### src/rtl/assert_macros.svh
// Assertion macros used by the RTL top level.
// Define ASSERT_OFF to compile every assertion away.
`ifndef ASSERT_MACROS_SVH
`define ASSERT_MACROS_SVH
`ifndef ASSERT_OFF
// Check that a condition implies another in the same cycle.
`define ASSERT_SAME(lbl, clk, rst_n, ante, cons) \
    lbl: assert property (@(posedge clk) disable iff (!(rst_n)) (ante) |-> (cons)) \
        else $error("assertion failed");
// Check that a condition implies another in the next cycle.
`define ASSERT_NEXT(lbl, clk, rst_n, ante, cons) \
    lbl: assert property (@(posedge clk) disable iff (!(rst_n)) (ante) |=> (cons)) \
        else $error("assertion failed");
`else
`define ASSERT_SAME(lbl, clk, rst_n, ante, cons)
`define ASSERT_NEXT(lbl, clk, rst_n, ante, cons)
`endif
`endif

### src/rtl/fcpu_pkg.sv
// Shared constants, types and the arctangent table of the fly camera pose unit.
// No dependencies.
`default_nettype none
package fcpu_pkg;

    localparam int ZW = 26;              // angle width, signed Q9.16 degrees
    localparam int XW = 34;              // CORDIC x/y width, Q30
    localparam int CORDIC_STEPS = 20;

    localparam logic signed [ZW-1:0] DEG_FULL    = 26'sd23592960;
    localparam logic signed [ZW-1:0] DEG_HALF    = 26'sd11796480;
    localparam logic signed [ZW-1:0] DEG_QUARTER = 26'sd5898240;
    localparam logic signed [ZW-1:0] PITCH_LIMIT = 26'sd5832704;
    localparam logic [24:0]          YAW_RESET   = 25'd17694720;

    localparam logic signed [XW-1:0] CORDIC_GAIN = 34'sd652032875;

    localparam logic [23:0] SPEED_RESET = 24'd163840;
    localparam logic [15:0] SENS_RESET  = 16'd6554;

    localparam logic FUNC_LOOK = 1'b0;
    localparam logic FUNC_MOVE = 1'b1;

    localparam logic CFG_MOVE_SPEED = 1'b0;
    localparam logic CFG_LOOK_SENS  = 1'b1;

    typedef struct packed {
        logic                 start;
        logic signed [ZW-1:0] angle;
    } t_cordic_req;

    typedef struct packed {
        logic busy;
        logic done;
    } t_cordic_stat;

    // atan(2^-i) in Q16 degrees
    function automatic logic [21:0] atan_q16(input logic [4:0] idx);
        logic [21:0] v;
        unique case (idx)
            5'd0:  v = 22'd2949120;
            5'd1:  v = 22'd1740967;
            5'd2:  v = 22'd919879;
            5'd3:  v = 22'd466945;
            5'd4:  v = 22'd234379;
            5'd5:  v = 22'd117304;
            5'd6:  v = 22'd58666;
            5'd7:  v = 22'd29335;
            5'd8:  v = 22'd14668;
            5'd9:  v = 22'd7334;
            5'd10: v = 22'd3667;
            5'd11: v = 22'd1833;
            5'd12: v = 22'd917;
            5'd13: v = 22'd458;
            5'd14: v = 22'd229;
            5'd15: v = 22'd115;
            5'd16: v = 22'd57;
            5'd17: v = 22'd29;
            5'd18: v = 22'd14;
            5'd19: v = 22'd7;
            default: v = 22'd0;
        endcase
        return v;
    endfunction

endpackage
`default_nettype wire

### src/rtl/fcpu_if.sv
// Channel interfaces of the fly camera pose unit: input items, results, register writes.
// No dependencies.
`default_nettype none
interface fcpu_in_if;
    logic               valid;
    logic               ready;
    logic               func;
    logic signed [15:0] look_dx;
    logic signed [15:0] look_dy;
    logic               move_fwd;
    logic               move_back;
    logic               move_left;
    logic               move_right;
    logic               move_rise;
    logic               move_sink;
    logic        [15:0] frame_time;
    modport source (output valid, func, look_dx, look_dy, move_fwd, move_back, move_left,
                    move_right, move_rise, move_sink, frame_time, input ready);
    modport sink (input valid, func, look_dx, look_dy, move_fwd, move_back, move_left,
                  move_right, move_rise, move_sink, frame_time, output ready);
endinterface

interface fcpu_out_if;
    logic               valid;
    logic               ready;
    logic signed [31:0] pos_x;
    logic signed [31:0] pos_y;
    logic signed [31:0] pos_z;
    logic signed [15:0] front_x;
    logic signed [15:0] front_y;
    logic signed [15:0] front_z;
    logic signed [15:0] up_x;
    logic signed [15:0] up_y;
    logic signed [15:0] up_z;
    modport source (output valid, pos_x, pos_y, pos_z, front_x, front_y, front_z,
                    up_x, up_y, up_z, input ready);
    modport sink (input valid, pos_x, pos_y, pos_z, front_x, front_y, front_z,
                  up_x, up_y, up_z, output ready);
endinterface

interface fcpu_cfg_if;
    logic        valid;
    logic        ready;
    logic        index;
    logic [23:0] data;
    modport source (output valid, index, data, input ready);
    modport sink (input valid, index, data, output ready);
endinterface
`default_nettype wire

### src/rtl/fcpu_cordic.sv
// Iterative rotation-mode CORDIC in degrees: one micro-rotation per cycle.
// Depends on fcpu_pkg.
`default_nettype none
module fcpu_cordic
    import fcpu_pkg::*;
#(
    parameter int TFB = 14
) (
    input  logic                i_clk,
    input  logic                i_rst_n,
    input  t_cordic_req         i_req,
    output t_cordic_stat        o_stat,
    output logic signed [TFB+1:0] o_sin,
    output logic signed [TFB+1:0] o_cos
);

    localparam int TW  = TFB + 2;
    localparam int SHR = 30 - TFB;
    localparam logic signed [XW-1:0] RND = XW'(64'sd1 <<< (SHR - 1));
    localparam logic signed [XW-1:0] ONE = XW'(64'sd1 <<< TFB);

    logic signed [XW-1:0] r_x, r_y;
    logic signed [ZW-1:0] r_z;
    logic                 r_neg, r_run, r_fin, r_done;
    logic [4:0]           r_i;
    logic signed [TW-1:0] r_sin, r_cos;

    logic signed [ZW-1:0] za;
    logic                 zneg;
    logic signed [XW-1:0] sx, sy;
    logic signed [ZW-1:0] at;

    function automatic logic signed [TW-1:0] fin_round(input logic signed [XW-1:0] v);
        logic signed [XW-1:0] t;
        t = (v + RND) >>> SHR;
        if (t > ONE) t = ONE;
        else if (t < -ONE) t = -ONE;
        return TW'(t);
    endfunction

    // fold the angle into [-90, 90] degrees
    always_comb begin
        za   = i_req.angle;
        zneg = 1'b0;
        if (za > DEG_HALF) za = za - DEG_FULL;
        if (za > DEG_QUARTER) begin
            za   = za - DEG_HALF;
            zneg = 1'b1;
        end else if (za < -DEG_QUARTER) begin
            za   = za + DEG_HALF;
            zneg = 1'b1;
        end
    end

    assign sx = r_x >>> r_i;
    assign sy = r_y >>> r_i;
    assign at = $signed(ZW'(atan_q16(r_i)));

    always_ff @(posedge i_clk) begin
        if (!i_rst_n) begin
            r_run  <= 1'b0;
            r_fin  <= 1'b0;
            r_done <= 1'b0;
        end else begin
            r_done <= r_fin;
            r_fin  <= 1'b0;
            if (i_req.start) begin
                r_run <= 1'b1;
            end else if (r_run && r_i == 5'(CORDIC_STEPS - 1)) begin
                r_run <= 1'b0;
                r_fin <= 1'b1;
            end
        end
    end

    always_ff @(posedge i_clk) begin
        if (i_req.start) begin
            r_x   <= CORDIC_GAIN;
            r_y   <= '0;
            r_z   <= za;
            r_neg <= zneg;
            r_i   <= '0;
        end else if (r_run) begin
            if (r_z >= 0) begin
                r_x <= r_x - sy;
                r_y <= r_y + sx;
                r_z <= r_z - at;
            end else begin
                r_x <= r_x + sy;
                r_y <= r_y - sx;
                r_z <= r_z + at;
            end
            r_i <= r_i + 5'd1;
        end
        if (r_fin) begin
            r_cos <= fin_round(r_neg ? -r_x : r_x);
            r_sin <= fin_round(r_neg ? -r_y : r_y);
        end
    end

    assign o_stat.busy = r_run | r_fin;
    assign o_stat.done = r_done;
    assign o_sin = r_sin;
    assign o_cos = r_cos;

endmodule
`default_nettype wire

### src/rtl/fly_camera_pose_update_unit.sv
// Top level of the fly camera pose unit: sequencer, shared multiplier and pose state.
// Depends on fcpu_pkg, fcpu_if, fcpu_cordic and assert_macros.svh.
//
//  channel  dir  handshake            payload
//  i_in     in   valid/ready          func, look offsets, move flags, frame_time
//  o_out    out  valid/ready          position Q16.16, front and up vectors Q1.14
//  i_cfg    in   valid/ready (ready=1) index (0 speed, 1 sensitivity), data
//
// Each CORDIC pass runs start, 20 micro-rotations, rounding and done. Besides the CORDIC
// passes, an item uses the shared multiplier, the 9-step yaw reduction (look), the 6 flag
// steps (move) and the 5 vector steps. The input reopens as the result is loaded; a result
// that is not taken holds the unit in its last step.
// Reset is synchronous; it restores the pose and both registers, no clearing pass.
// One item is in work at a time; a new item is taken while a result waits in o_out.
`default_nettype none
`include "assert_macros.svh"
module fly_camera_pose_update_unit
    import fcpu_pkg::*;
#(
    parameter int TRIG_FRAC_BITS = 14
) (
    input  logic              i_clk,
    input  logic              i_rst_n,
    fcpu_in_if.sink           i_in,
    fcpu_out_if.source        o_out,
    fcpu_cfg_if.sink          i_cfg
);

    localparam int TFB = TRIG_FRAC_BITS;
    localparam int TW  = TFB + 2;            // trig value width, range +-2^TFB
    localparam int MA  = 25;
    localparam int MB  = (TW > 17) ? TW : 17;
    localparam int PW  = MA + MB;
    localparam int VW  = 26;                 // rounded velocity times trig
    localparam logic signed [PW-1:0] RNDT = PW'(64'sd1 <<< (TFB - 1));
    localparam int Q_SH = (TFB >= 14) ? TFB - 14 : 0;
    localparam int Q_LS = (TFB < 14) ? 14 - TFB : 0;
    localparam logic signed [39:0] Q_RND = (Q_SH > 0) ? 40'(64'sd1 <<< (Q_SH - 1)) : 40'sd0;

    // sequencer codes
    localparam logic [4:0] S_IDLE = 5'd0;
    localparam logic [4:0] S_LX   = 5'd1;
    localparam logic [4:0] S_LY   = 5'd2;
    localparam logic [4:0] S_LP   = 5'd3;
    localparam logic [4:0] S_WRAP = 5'd4;
    localparam logic [4:0] S_MV   = 5'd5;
    localparam logic [4:0] S_VEL  = 5'd6;
    localparam logic [4:0] S_YAWS = 5'd7;
    localparam logic [4:0] S_YAWW = 5'd8;
    localparam logic [4:0] S_VX   = 5'd9;
    localparam logic [4:0] S_VZ   = 5'd10;
    localparam logic [4:0] S_VR   = 5'd11;
    localparam logic [4:0] S_FLAG = 5'd12;
    localparam logic [4:0] S_PITS = 5'd13;
    localparam logic [4:0] S_PITW = 5'd14;
    localparam logic [4:0] S_VEC  = 5'd15;
    localparam logic [4:0] S_DONE = 5'd16;

    logic [4:0] r_state, n_state;

    // configuration and pose state
    logic [23:0]          r_speed;
    logic [15:0]          r_sens;
    logic [24:0]          r_yaw;
    logic signed [23:0]   r_pitch;
    logic signed [31:0]   r_pos [3];

    // captured item
    logic                 r_func;
    logic signed [15:0]   r_dx, r_dy;
    logic [5:0]           r_flags;
    logic [15:0]          r_ft;

    // working registers
    logic signed [PW-1:0] r_prod;
    logic signed [33:0]   r_ysum;
    logic [3:0]           r_k;
    logic [2:0]           r_j;
    logic [23:0]          r_vel;
    logic signed [VW-1:0] r_fx, r_fz;
    logic signed [TW-1:0] r_sy, r_cy, r_sp, r_cp;
    logic signed [15:0]   r_vec [6];

    // result register
    logic                 r_ovalid;
    logic signed [31:0]   r_opos [3];
    logic signed [15:0]   r_ovec [6];

    logic signed [MA-1:0] n_ma;
    logic signed [MB-1:0] n_mb;
    logic signed [PW-1:0] prod_rnd;
    logic signed [TW-1:0] prod_t;
    logic signed [33:0]   psum, dk, d_x, d_y, d_z;
    logic                 f_on, out_free;

    t_cordic_req          cq;
    t_cordic_stat         cs;
    logic signed [TW-1:0] c_sin, c_cos;

    function automatic logic signed [31:0] sat32(input logic signed [33:0] s);
        if (s > 34'sd2147483647) return 32'sh7fffffff;
        if (s < -34'sd2147483648) return 32'sh80000000;
        return 32'(s);
    endfunction

    function automatic logic signed [15:0] to_q14(input logic signed [TW-1:0] v);
        logic signed [39:0] t;
        t = ((40'(v) + Q_RND) >>> Q_SH) <<< Q_LS;
        if (t > 40'sd16384) t = 40'sd16384;
        else if (t < -40'sd16384) t = -40'sd16384;
        return 16'(t);
    endfunction

    fcpu_cordic #(.TFB(TFB)) u_cordic (
        .i_clk   (i_clk),
        .i_rst_n (i_rst_n),
        .i_req   (cq),
        .o_stat  (cs),
        .o_sin   (c_sin),
        .o_cos   (c_cos)
    );

    assign cq.start = (r_state == S_YAWS) || (r_state == S_PITS);
    assign cq.angle = (r_state == S_YAWS) ? $signed(ZW'(r_yaw)) : ZW'(r_pitch);

    assign i_in.ready  = (r_state == S_IDLE);
    assign i_cfg.ready = 1'b1;
    assign out_free    = !r_ovalid || o_out.ready;

    // shared multiplier operand select
    always_comb begin
        n_ma = '0;
        n_mb = '0;
        unique case (r_state)
            S_LX: begin
                n_ma = MA'(r_dx);
                n_mb = $signed(MB'(r_sens));
            end
            S_LY: begin
                n_ma = MA'(r_dy);
                n_mb = $signed(MB'(r_sens));
            end
            S_MV: begin
                n_ma = $signed(MA'(r_speed));
                n_mb = $signed(MB'(r_ft));
            end
            S_VX: begin
                n_ma = $signed(MA'(r_vel));
                n_mb = MB'(r_cy);
            end
            S_VZ: begin
                n_ma = $signed(MA'(r_vel));
                n_mb = MB'(r_sy);
            end
            S_VEC: begin
                n_ma = (r_j == 3'd0 || r_j == 3'd2) ? MA'(r_cy) : MA'(r_sy);
                n_mb = (r_j == 3'd0 || r_j == 3'd1) ? MB'(r_cp) : MB'(r_sp);
            end
            default: begin
                n_ma = '0;
                n_mb = '0;
            end
        endcase
    end

    assign prod_rnd = (r_prod + RNDT) >>> TFB;
    assign prod_t   = TW'(prod_rnd);
    assign psum     = 34'(r_pitch) + 34'(r_prod);
    assign dk       = $signed(34'(DEG_FULL) <<< r_k);
    assign f_on     = r_flags[r_j];

    // position deltas for the current flag: fwd, back, left, right, rise, sink
    always_comb begin
        d_x = '0;
        d_y = '0;
        d_z = '0;
        unique case (r_j)
            3'd0: begin
                d_x = 34'(r_fx);
                d_z = 34'(r_fz);
            end
            3'd1: begin
                d_x = -34'(r_fx);
                d_z = -34'(r_fz);
            end
            3'd2: begin
                d_x = 34'(r_fz);
                d_z = -34'(r_fx);
            end
            3'd3: begin
                d_x = -34'(r_fz);
                d_z = 34'(r_fx);
            end
            3'd4: d_y = $signed(34'(r_vel));
            3'd5: d_y = -$signed(34'(r_vel));
            default: begin
                d_x = '0;
            end
        endcase
    end

    // sequencer
    always_comb begin
        n_state = r_state;
        unique case (r_state)
            S_IDLE: if (i_in.valid) n_state = (i_in.func == FUNC_MOVE) ? S_MV : S_LX;
            S_LX:   n_state = S_LY;
            S_LY:   n_state = S_LP;
            S_LP:   n_state = S_WRAP;
            S_WRAP: if (r_k == 4'd0) n_state = S_YAWS;
            S_MV:   n_state = S_VEL;
            S_VEL:  n_state = S_YAWS;
            S_YAWS: n_state = S_YAWW;
            S_YAWW: if (cs.done) n_state = (r_func == FUNC_MOVE) ? S_VX : S_PITS;
            S_VX:   n_state = S_VZ;
            S_VZ:   n_state = S_VR;
            S_VR:   n_state = S_FLAG;
            S_FLAG: if (r_j == 3'd5) n_state = S_PITS;
            S_PITS: n_state = S_PITW;
            S_PITW: if (cs.done) n_state = S_VEC;
            S_VEC:  if (r_j == 3'd4) n_state = S_DONE;
            S_DONE: if (out_free) n_state = S_IDLE;
            default: n_state = S_IDLE;
        endcase
    end

    always_ff @(posedge i_clk) begin
        if (!i_rst_n) begin
            r_state  <= S_IDLE;
            r_ovalid <= 1'b0;
            r_speed  <= SPEED_RESET;
            r_sens   <= SENS_RESET;
            r_yaw    <= YAW_RESET;
            r_pitch  <= '0;
            r_pos[0] <= '0;
            r_pos[1] <= '0;
            r_pos[2] <= '0;
        end else begin
            r_state <= n_state;

            // drop zero writes, keep the old value
            if (i_cfg.valid) begin
                unique case (i_cfg.index)
                    CFG_MOVE_SPEED: if (i_cfg.data != '0) r_speed <= i_cfg.data;
                    CFG_LOOK_SENS:  if (i_cfg.data[15:0] != '0) r_sens <= i_cfg.data[15:0];
                    default: ;
                endcase
            end

            if (r_state == S_LP) begin
                if (psum > 34'(PITCH_LIMIT)) r_pitch <= 24'(PITCH_LIMIT);
                else if (psum < -34'(PITCH_LIMIT)) r_pitch <= -24'(PITCH_LIMIT);
                else r_pitch <= 24'(psum);
            end

            if (r_state == S_WRAP && r_k == 4'd0) begin
                if (r_ysum >= dk) r_yaw <= 25'(r_ysum - dk);
                else r_yaw <= 25'(r_ysum);
            end

            if (r_state == S_FLAG && f_on) begin
                r_pos[0] <= sat32(34'(r_pos[0]) + d_x);
                r_pos[1] <= sat32(34'(r_pos[1]) + d_y);
                r_pos[2] <= sat32(34'(r_pos[2]) + d_z);
            end

            // hold the result until its transfer, then load the next one
            if (r_state == S_DONE && out_free) r_ovalid <= 1'b1;
            else if (o_out.ready) r_ovalid <= 1'b0;
        end
    end

    // datapath registers without reset
    always_ff @(posedge i_clk) begin
        r_prod <= PW'(n_ma * n_mb);

        if (r_state == S_IDLE && i_in.valid) begin
            r_func  <= i_in.func;
            r_dx    <= i_in.look_dx;
            r_dy    <= i_in.look_dy;
            r_ft    <= i_in.frame_time;
            r_flags <= {i_in.move_sink, i_in.move_rise, i_in.move_right,
                        i_in.move_left, i_in.move_back, i_in.move_fwd};
        end

        unique case (r_state)
            S_LY: r_ysum <= $signed(34'(r_yaw)) + 34'(r_prod);
            S_LP: r_k <= 4'd8;
            S_WRAP: begin
                // wrap negatives first, then subtract 360 degrees times 2^k
                if (r_k == 4'd8) begin
                    if (r_ysum < 0) r_ysum <= r_ysum + dk;
                end else if (r_ysum >= dk) begin
                    r_ysum <= r_ysum - dk;
                end
                r_k <= r_k - 4'd1;
            end
            S_VEL: r_vel <= r_prod[39:16];
            S_YAWW: if (cs.done) begin
                r_sy <= c_sin;
                r_cy <= c_cos;
            end
            S_VZ: r_fx <= VW'(prod_rnd);
            S_VR: begin
                r_fz <= VW'(prod_rnd);
                r_j  <= 3'd0;
            end
            S_FLAG: r_j <= r_j + 3'd1;
            S_PITW: if (cs.done) begin
                r_sp <= c_sin;
                r_cp <= c_cos;
                r_j  <= 3'd0;
            end
            S_VEC: begin
                // consume the product issued one step earlier
                unique case (r_j)
                    3'd0: begin
                        r_vec[1] <= to_q14(r_sp);
                        r_vec[4] <= to_q14(r_cp);
                    end
                    3'd1: r_vec[0] <= to_q14(prod_t);
                    3'd2: r_vec[2] <= to_q14(prod_t);
                    3'd3: r_vec[3] <= to_q14(-prod_t);
                    3'd4: r_vec[5] <= to_q14(-prod_t);
                    default: ;
                endcase
                r_j <= r_j + 3'd1;
            end
            S_DONE: if (out_free) begin
                r_opos[0] <= r_pos[0];
                r_opos[1] <= r_pos[1];
                r_opos[2] <= r_pos[2];
                for (int i = 0; i < 6; i++) r_ovec[i] <= r_vec[i];
            end
            default: ;
        endcase
    end

    assign o_out.valid   = r_ovalid;
    assign o_out.pos_x   = r_opos[0];
    assign o_out.pos_y   = r_opos[1];
    assign o_out.pos_z   = r_opos[2];
    assign o_out.front_x = r_ovec[0];
    assign o_out.front_y = r_ovec[1];
    assign o_out.front_z = r_ovec[2];
    assign o_out.up_x    = r_ovec[3];
    assign o_out.up_y    = r_ovec[4];
    assign o_out.up_z    = r_ovec[5];

    `ASSERT_SAME(a_yaw_range, i_clk, i_rst_n, 1'b1, $signed({1'b0, r_yaw}) < DEG_FULL)
    `ASSERT_SAME(a_pitch_range, i_clk, i_rst_n, 1'b1, (26'(r_pitch) <= PITCH_LIMIT) && (26'(r_pitch) >= -PITCH_LIMIT))
    `ASSERT_SAME(a_cordic_wait, i_clk, i_rst_n, cs.done, (r_state == S_YAWW) || (r_state == S_PITW))
    `ASSERT_SAME(a_cordic_free, i_clk, i_rst_n, cq.start, !cs.busy)
    `ASSERT_NEXT(a_item_busy, i_clk, i_rst_n, i_in.valid && i_in.ready, !i_in.ready)

endmodule
`default_nettype wire

### src/flat_wrapper.sv
// flat-port wrapper written by rule: the top's interface ports become plain ports
module fly_camera_pose_update_unit_flat import fcpu_pkg::*;
#(
    parameter int TRIG_FRAC_BITS = 14
)
  (i_clk, i_rst_n, i_in_valid, i_in_func, i_in_look_dx, i_in_look_dy, i_in_move_fwd, i_in_move_back, i_in_move_left, i_in_move_right, i_in_move_rise, i_in_move_sink, i_in_frame_time, i_in_ready, o_out_valid, o_out_pos_x, o_out_pos_y, o_out_pos_z, o_out_front_x, o_out_front_y, o_out_front_z, o_out_up_x, o_out_up_y, o_out_up_z, o_out_ready, i_cfg_valid, i_cfg_index, i_cfg_data, i_cfg_ready);
  fcpu_in_if i_in_i ();
  fcpu_out_if o_out_i ();
  fcpu_cfg_if i_cfg_i ();
  input  logic i_clk;
  input  logic i_rst_n;
  input wire logic [$bits(i_in_i.valid)-1:0] i_in_valid;
  input wire logic [$bits(i_in_i.func)-1:0] i_in_func;
  input wire logic [$bits(i_in_i.look_dx)-1:0] i_in_look_dx;
  input wire logic [$bits(i_in_i.look_dy)-1:0] i_in_look_dy;
  input wire logic [$bits(i_in_i.move_fwd)-1:0] i_in_move_fwd;
  input wire logic [$bits(i_in_i.move_back)-1:0] i_in_move_back;
  input wire logic [$bits(i_in_i.move_left)-1:0] i_in_move_left;
  input wire logic [$bits(i_in_i.move_right)-1:0] i_in_move_right;
  input wire logic [$bits(i_in_i.move_rise)-1:0] i_in_move_rise;
  input wire logic [$bits(i_in_i.move_sink)-1:0] i_in_move_sink;
  input wire logic [$bits(i_in_i.frame_time)-1:0] i_in_frame_time;
  output wire logic [$bits(i_in_i.ready)-1:0] i_in_ready;
  output wire logic [$bits(o_out_i.valid)-1:0] o_out_valid;
  output wire logic [$bits(o_out_i.pos_x)-1:0] o_out_pos_x;
  output wire logic [$bits(o_out_i.pos_y)-1:0] o_out_pos_y;
  output wire logic [$bits(o_out_i.pos_z)-1:0] o_out_pos_z;
  output wire logic [$bits(o_out_i.front_x)-1:0] o_out_front_x;
  output wire logic [$bits(o_out_i.front_y)-1:0] o_out_front_y;
  output wire logic [$bits(o_out_i.front_z)-1:0] o_out_front_z;
  output wire logic [$bits(o_out_i.up_x)-1:0] o_out_up_x;
  output wire logic [$bits(o_out_i.up_y)-1:0] o_out_up_y;
  output wire logic [$bits(o_out_i.up_z)-1:0] o_out_up_z;
  input wire logic [$bits(o_out_i.ready)-1:0] o_out_ready;
  input wire logic [$bits(i_cfg_i.valid)-1:0] i_cfg_valid;
  input wire logic [$bits(i_cfg_i.index)-1:0] i_cfg_index;
  input wire logic [$bits(i_cfg_i.data)-1:0] i_cfg_data;
  output wire logic [$bits(i_cfg_i.ready)-1:0] i_cfg_ready;
  assign i_in_i.valid = i_in_valid;
  assign i_in_i.func = i_in_func;
  assign i_in_i.look_dx = i_in_look_dx;
  assign i_in_i.look_dy = i_in_look_dy;
  assign i_in_i.move_fwd = i_in_move_fwd;
  assign i_in_i.move_back = i_in_move_back;
  assign i_in_i.move_left = i_in_move_left;
  assign i_in_i.move_right = i_in_move_right;
  assign i_in_i.move_rise = i_in_move_rise;
  assign i_in_i.move_sink = i_in_move_sink;
  assign i_in_i.frame_time = i_in_frame_time;
  assign i_in_ready = i_in_i.ready;
  assign o_out_valid = o_out_i.valid;
  assign o_out_pos_x = o_out_i.pos_x;
  assign o_out_pos_y = o_out_i.pos_y;
  assign o_out_pos_z = o_out_i.pos_z;
  assign o_out_front_x = o_out_i.front_x;
  assign o_out_front_y = o_out_i.front_y;
  assign o_out_front_z = o_out_i.front_z;
  assign o_out_up_x = o_out_i.up_x;
  assign o_out_up_y = o_out_i.up_y;
  assign o_out_up_z = o_out_i.up_z;
  assign o_out_i.ready = o_out_ready;
  assign i_cfg_i.valid = i_cfg_valid;
  assign i_cfg_i.index = i_cfg_index;
  assign i_cfg_i.data = i_cfg_data;
  assign i_cfg_ready = i_cfg_i.ready;
  fly_camera_pose_update_unit #(.TRIG_FRAC_BITS(TRIG_FRAC_BITS)) u_core (.i_clk(i_clk), .i_rst_n(i_rst_n), .i_in(i_in_i), .o_out(o_out_i), .i_cfg(i_cfg_i));
endmodule
### config.mk
export PLATFORM = sky130hd
export DESIGN_NAME = fly_camera_pose_update_unit_flat
export DESIGN_NICKNAME = d
export VERILOG_FILES = /design/src/rtl/fcpu_pkg.sv /design/src/rtl/fcpu_if.sv /design/src/rtl/fcpu_cordic.sv /design/src/rtl/fly_camera_pose_update_unit.sv /design/src/flat_wrapper.sv
export VERILOG_INCLUDE_DIRS = /design/src /design/src/rtl
export SDC_FILE = /design/constraint.sdc
export NUM_CORES = 2
export LEC_CHECK = 0
export BUFFER_PORTS_ARGS = -buffer_cell sky130_fd_sc_hd__buf_2
export CORE_AREA = 2 2 361 363
export CTS_BUF_LIST = sky130_fd_sc_hd__clkbuf_4 sky130_fd_sc_hd__clkbuf_8
export DETAILED_ROUTE_END_ITERATION = 10
export DIE_AREA = 0 0 363 365
export PLACE_DENSITY = 0.78
export RECOVER_POWER = 100
export SLEW_MARGIN = 0
export SYNTH_ARGS = -nofsm -noshare
export SYNTH_HDL_FRONTEND = slang
export SYNTH_SLANG_ARGS = --single-unit
### constraint.sdc
create_clock -name i_clk -period 11.4 [get_ports i_clk]
set_clock_uncertainty 0.2 [all_clocks]
set_input_delay 2.28 -clock i_clk [delete_from_list [all_inputs] [get_ports i_clk]]
set_output_delay 2.28 -clock i_clk [all_outputs]
set_load 0.005 [all_outputs]
Word-level counts from Yosys, hierarchy flattened --
Memories as Yosys holds them, arrays and structs flattened. A register that Yosys moved wholly into a read port is not among the register bits. Index checks and enable logic that the tools add are counted.
Operators by class: add/subtract/negate cells 28, $lt $le $gt $ge 27, multipliers 1, reduce and logical (&&, ||, !) cells 38, bitwise operators 5, shift-type cells 3, mux-type cells 146, equal/unequal tests 32
Operator list (number):
- $mux W32 | 21
- $mux W16 | 26
- $pmux W34 S4 | 2
- $mux W34 | 7
- $mux W26 | 7
- $pmux W34 S2 | 2
- $pmux W25 S5 | 1
- $add A32 B34 Y34 | 3
- $add A34 B34 Y34 | 3
- $gt A34 B32 Y1 const B | 3
- $lt A34 B32 Y1 const B | 3
- $sub A34 B34 Y34 | 3
- $pmux W17 S5 | 1
- $pmux W5 S17 | 1
- $add A34 B17 Y34 const B | 2
- $neg A26 Y34 | 2
- $neg A34 Y34 | 2
- $sshr A34 B5 Y34 | 2
- $gt A16 B16 Y1 const B | 4
- $lt A16 B15 Y1 const B | 4
- $reduce_or A16 Y1 | 4
- $mux W1 | 54
- $mux W25 | 2
- $mux W24 | 2
- other kinds (60) | 119
Storage, ports and cells: bits in registers 506, memory bits (read-only) 704, output and inout bits 195, memory bits (writable) 384, memories kept 5, input port bits 85
Memory list:
- (name not given) | depth 32, bits a word 22, read ports 1, clocked after memory_dff 1, write ports 0, line fcpu_pkg.sv:40 | unique case (idx)
- u_core.r_opos | depth 3, bits a word 32, read ports 3, clocked after memory_dff 0, write ports 3, line fly_camera_pose_update_unit.sv:86 | logic signed [31:0] r_opos [3];
- u_core.r_ovec | depth 6, bits a word 16, read ports 6, clocked after memory_dff 0, write ports 6, line fly_camera_pose_update_unit.sv:87 | logic signed [15:0] r_ovec [6];
- u_core.r_pos | depth 3, bits a word 32, read ports 3, clocked after memory_dff 0, write ports 3, line fly_camera_pose_update_unit.sv:66 | logic signed [31:0] r_pos [3];
- u_core.r_vec | depth 6, bits a word 16, read ports 6, clocked after memory_dff 0, write ports 2, line fly_camera_pose_update_unit.sv:82 | logic signed [15:0] r_vec [6];

Longest topological paths before layout --
depth in word-level cells 15, gate-level depth with buffers 37

Modules after synthesis --
Synthesis repeated with hierarchy kept, for this count alone.
Unflattened totals: cell total of the unflattened synthesis 7866, area total of the unflattened synthesis 75255.9 µm²
Modules (own cells, without submodules):
- fly_camera_pose_update_unit | cells an instance 5426, instances 1, area an instance 55304.3 µm²
- fcpu_cordic | cells an instance 2440, instances 1, area an instance 19951.6 µm²

Worst setup path before layout --
Ideal clock, no wire load.
kind in2reg, start point input port o_out_ready, end point memory u_core.r_opos[0][0] (enable), stages 2, setup slack -413 ps, data required time 10431 ps, arrival 10844 ps, path through nand2b_1 > nor2b_1
RTL lines:
- start, declared | line flat_wrapper.sv:34 | input wire logic [$bits(o_out_i.ready)-1:0] o_out_ready;
- end, declared | line fly_camera_pose_update_unit.sv:86

Final worst setup path --
start point register u_core.r_state[3], end point register u_core.r_prod[39]
Between the ends: longest elaborated chain between the ends 4, elaborated cells between the ends (all ways) 11, classes of those cells mul: 1; eq/ne: 6; mux: 2; reduce/logical: 2
RTL lines:
- start, declared | line fly_camera_pose_update_unit.sv:59 | logic [4:0] r_state, n_state;
- start signal, assigned | line fly_camera_pose_update_unit.sv:239 | r_state <= n_state;
- $eq A5 B4 Y1 (tied with other cells) | line fly_camera_pose_update_unit.sv:134 | unique case (r_state)
- $reduce_or A2 Y1 (no line)
- $pmux W25 S5 or $pmux W17 S5 (tied branches) | line fly_camera_pose_update_unit.sv:134
- $mul A25 B17 Y40 (*) | line fly_camera_pose_update_unit.sv:275 | r_prod <= PW'(n_ma * n_mb);
- end signal, assigned | line fly_camera_pose_update_unit.sv:275
- end, declared | line fly_camera_pose_update_unit.sv:75 | logic signed [PW-1:0] r_prod;
Every way passes the cells marked *; elsewhere a longest branch is shown, timed or not. A chain may end at the register's enable or synchronous reset.

==> flow_summary_export.csv <==
group,metric,value,unit
run_status,run_status,"finished with violations",
run_status,failed_checks,"max-capacitance violations, max-slew violations",
synthesis,synth_xor_area_share,5.91,%
detailed_routing,wl_per_cell,25.0,um
sta,rsz0062_at_grt,"no",
synthesis,syn-cell-area,74200,um2
worst_hold_path,hold_start,"u_core.r_vec[1][3]",
detailed_routing,vias,62610,
cts,postCtsSetupBuffers,0,
cts,post_cts_resized,0,
final_layout,multi_input_area,45300,um2
global_routing,grt_pass1_vias,59768,
cts,h-tree-depth,4,
critical_path,path_max_fanout,55,
final_layout,seqCellArea,25100,um2
worst_hold_path,min_to,"u_core.r_ovec[1][3]",
power_and_ir_drop,p_seq_share,24.0,%
run,drv_cap,28,
synthesis,yosys.area_share.simple,15.4,%
synthesis,synth_edf_count,679,
sta,hold_viol,0,
synthesis,avgSynthCellArea,9.55,um2
final_layout,syn2layout_area_growth,8.09,%
critical_path,cp-start-kind,"register",
detailed_routing,postRouteAntennaNets,0,
power_and_ir_drop,p_switching,10100,uW
cts,clock-sinks,912,
critical_path,reg2reg_slack,640,ps
worst_hold_path,min_path_cells,0,
synthesis,syn-num-nets,8677,
global_routing,antenna_found_initial,11,
detailed_routing,drt-initial-drc-count,8142,
synthesis,async_flop_share,0,%
final_layout,nets,8864,
placed_design,hpwl,189000,um
synthesis,synth_fa_ha_area_share,18.1,%
synthesis,ys_warn_count,0,
synthesis,synthTopCellsByArea,"edfxtp_1 27%, fa_1 11%, ha_1 6.9%",
synthesis,synth_compound_area_share,15.9,%
detailed_routing,wl,244000,um
sta,setup_violations,0,
global_routing,grt_overflow,0,
global_routing,grt_usage,36.6,%
floorplanning,die_area,132000,um2
detailed_routing,firstDrtPassIters,10,
floorplanning,start_util,57.7,%
sta,fin_hold_ws,218,ps
sta,post-route-min-period,10760,ps
final_layout,drive_gt1_share,8.77,%
power_and_ir_drop,pwr-share-comb,60.4,%
detailed_routing,drc,0,
cts,root_buffer,"clkbuf_8",
synthesis,ys_types,108,
synthesis,synth.largest_area_cell,"edfxtp_1",
cts,clk_latency,950,ps
critical_path,rr_endpoint,"u_core.r_prod[39]",
synthesis,yosys.area.top_type_share,27.5,%
floorplanning,die_h,365,um
sta,slew_headroom,-225,%
sta,tightestPinTransition,4830,ps
sta,fin_tns_setup,0,ps
critical_path,r2r_start,"u_core.r_state[3]",
critical_path,critPathKind,"register to register",
worst_hold_path,hold_path_class,"register to register",
cts,hold_buffers,0,
power_and_ir_drop,vdd_drop_max,0.506,mV
floorplanning,core_area,129000,um2
sta,slew_viol_final,1132,
synthesis,synth_cells,7769,
sta,period_share,94.4,%
placed_design,numPortBuffers,278,
global_routing,grt_max_degree,80,
synthesis,yosys-mux-area-fraction,5.72,%
detailed_routing,via_per_inst,6.41,
cts,cts_tree,"built",
critical_path,reg2regPathDepth,26,
final_layout,fill_cells,10681,
global_routing,grt_pass1_wl,365000,um
placed_design,place_congestion,1.11,
power_and_ir_drop,p_per_area,261,nW/um2
power_and_ir_drop,cell_internal_pwr,10800,uW
floorplanning,die_x,363,um
power_and_ir_drop,leakagePower,0.0336,uW
synthesis,ys.flop_type,"edfxtp_1",
cts,clkTransAtPathRegs,80,ps
final_layout,utilization,62.3,%
power_and_ir_drop,clkPwrFrac,15.6,%
critical_path,cp-end-kind,"register",
synthesis,synth_top_family_by_area,"adder cells",
synthesis,ys_ff_latch,912,
cts,numCtsBuffers,158,
critical_path,cp.required,12050,ps
cts,cts.path.max_buffers,3,
floorplanning,ios,280,
sta,timing.fmax,0.0929,GHz
critical_path,arrival,11410,ps
floorplanning,rows,132,
synthesis,ys_seq_area_share,33.8,%
power_and_ir_drop,switching_share,48.2,%
[synthesized netlist by cell type (66+ instances only)]
| library cell | count |
|---|---|
| nor2b_1 | 66 |
| and2_1 | 74 |
| nand2b_1 | 85 |
| nor2_1 | 741 |
| nand3_1 | 162 |
| o21a_1 | 69 |
| fa_1 | 411 |
| edfxtp_1 | 679 |
| and3_1 | 72 |
| or3_1 | 66 |
| clkbuf_1 | 297 |
| a211oi_1 | 68 |
| a31oi_1 | 71 |
| nor3_1 | 134 |
| a21oi_1 | 448 |
| o21ai_0 | 360 |
| a21o_1 | 205 |
| inv_1 | 588 |
| xor2_1 | 172 |
| nand2_1 | 825 |
| mux2i_1 | 186 |
| dfxtp_1 | 233 |
| ha_1 | 412 |
| xnor2_1 | 327 |
[metal layers]
metal  share of wire [%]  routed length [um]  GRT usage [%]
met1                  40               97000           48.6
met2                  44              107000           55.7
met3                  11               25900           8.67
met4                 5.9               14500           19.2
met5               0.021                  52              0
[critical path: stages (launching register included)]
cell	delay (ps)
dfxtp_1	610
clkinv_1	380
nand2_1	240
nor3_1	170
buf_12	230
a222oi_1	750
o211a_1	340
clkbuf_1	780
nor2b_1	160
fa_1	500
fa_1	500
ha_1	350
fa_1	510
fa_1	520
fa_1	490
ha_1	290
nor3_1	280
nand2b_1	90
o211ai_1	480
o32ai_1	250
o41ai_1	770
o211a_1	230
nor2_1	110
nor4_1	730
o311ai_0	260
a21oi_1	260
xnor2_1	130
[kinds of logic (layout without fill, tap and decap cells)]
group                      count (synthesis)  count (layout)
AOI/OAI and AO/OA                       1779            1779
and+or+nand+nor                         2472            2472
xor gates and xnor gates                 500             500
adders and majority gates                825             825
buffers and inverters                    977            1291
muxes                                    303             303
DFF                                      912             912
other                                      1               5
[registers in the layout, summed over array words and instances, names as in the netlist, 22 cells and up]
register / count
u_core.r_ovec: 96
u_core.u_cordic.at: 22
u_core.r_pos: 96
u_core.r_opos: 96
u_core.r_vel: 24
u_core.r_pitch: 24
u_core.r_fx: 26
u_core.r_ysum: 34
u_core.u_cordic.r_x: 34
u_core.r_prod: 40
u_core.r_vec: 96
u_core.r_speed: 24
u_core.r_yaw: 25
u_core.r_fz: 26
u_core.u_cordic.r_z: 26
u_core.u_cordic.r_y: 34
[power groups by stage]
stage	logic, uW	registers (uW)	clock network [uW]
floorplan	9420	4450	0
global placement	12100	5000	0
detailed placement	12300	5020	0
CTS	12500	4950	3310
global route	13900	5040	3440
finish	12600	5020	3270
[through the flow]
step | std cells | power, uW | instance area [um2] | setup WS, ps
finish | 9762 | 20900 | 80200 | 640
global route | 9759 | 22300 | 80200 | 165
CTS | 9758 | 20700 | 80600 | 773
detailed placement | 9471 | 17400 | 77200 | 857
global placement | 9471 | 17100 | 77200 | 1120
floorplan | 7769 | 13900 | 74200 | 1870
[placed cells by master (no fill, tap or decap), types with 173 or more instances in the layout]
| cell type | instances |
|---|---|
| a21o_1 | 205 |
| a21oi_1 | 442 |
| clkbuf_1 | 173 |
| dfxtp_1 | 228 |
| edfxtp_1 | 679 |
| fa_1 | 411 |
| ha_1 | 411 |
| inv_1 | 589 |
| mux2i_1 | 186 |
| nand2_1 | 825 |
| nor2_1 | 735 |
| o21ai_0 | 364 |
| xnor2_1 | 328 |
[how the worst max path moves through the flow]
| stage | start | end |
|---|---|---|
| after detailed placement | u_core.r_j[1] | u_core.r_prod[39] |
| after CTS | u_core.r_j[1] | u_core.r_prod[39] |
| after global placement | u_core.r_state[1] | u_core.r_prod[39] |
| final | u_core.r_state[3] | u_core.r_prod[39] |
| after global routing | u_core.r_state[2] | u_core.r_prod[39] |
| after floorplan | u_core.r_j[1] | u_core.r_prod[32] |
[layout make-up]
| class | count | share of cell area [%] |
|---|---|---|
| Multi-Input combinational cell | 5880 | 56.5 |
| Sequential cell | 912 | 31.3 |
| Clock buffer | 218 | 3.34 |
| Inverter | 597 | 2.79 |
| Tap cell | 1675 | 2.61 |
| Timing Repair Buffer | 407 | 2.55 |
| Clock inverter | 69 | 0.902 |
| Antenna cell | 4 | 0.0125 |
Note: power is estimated with default switching activity, not from simulation.
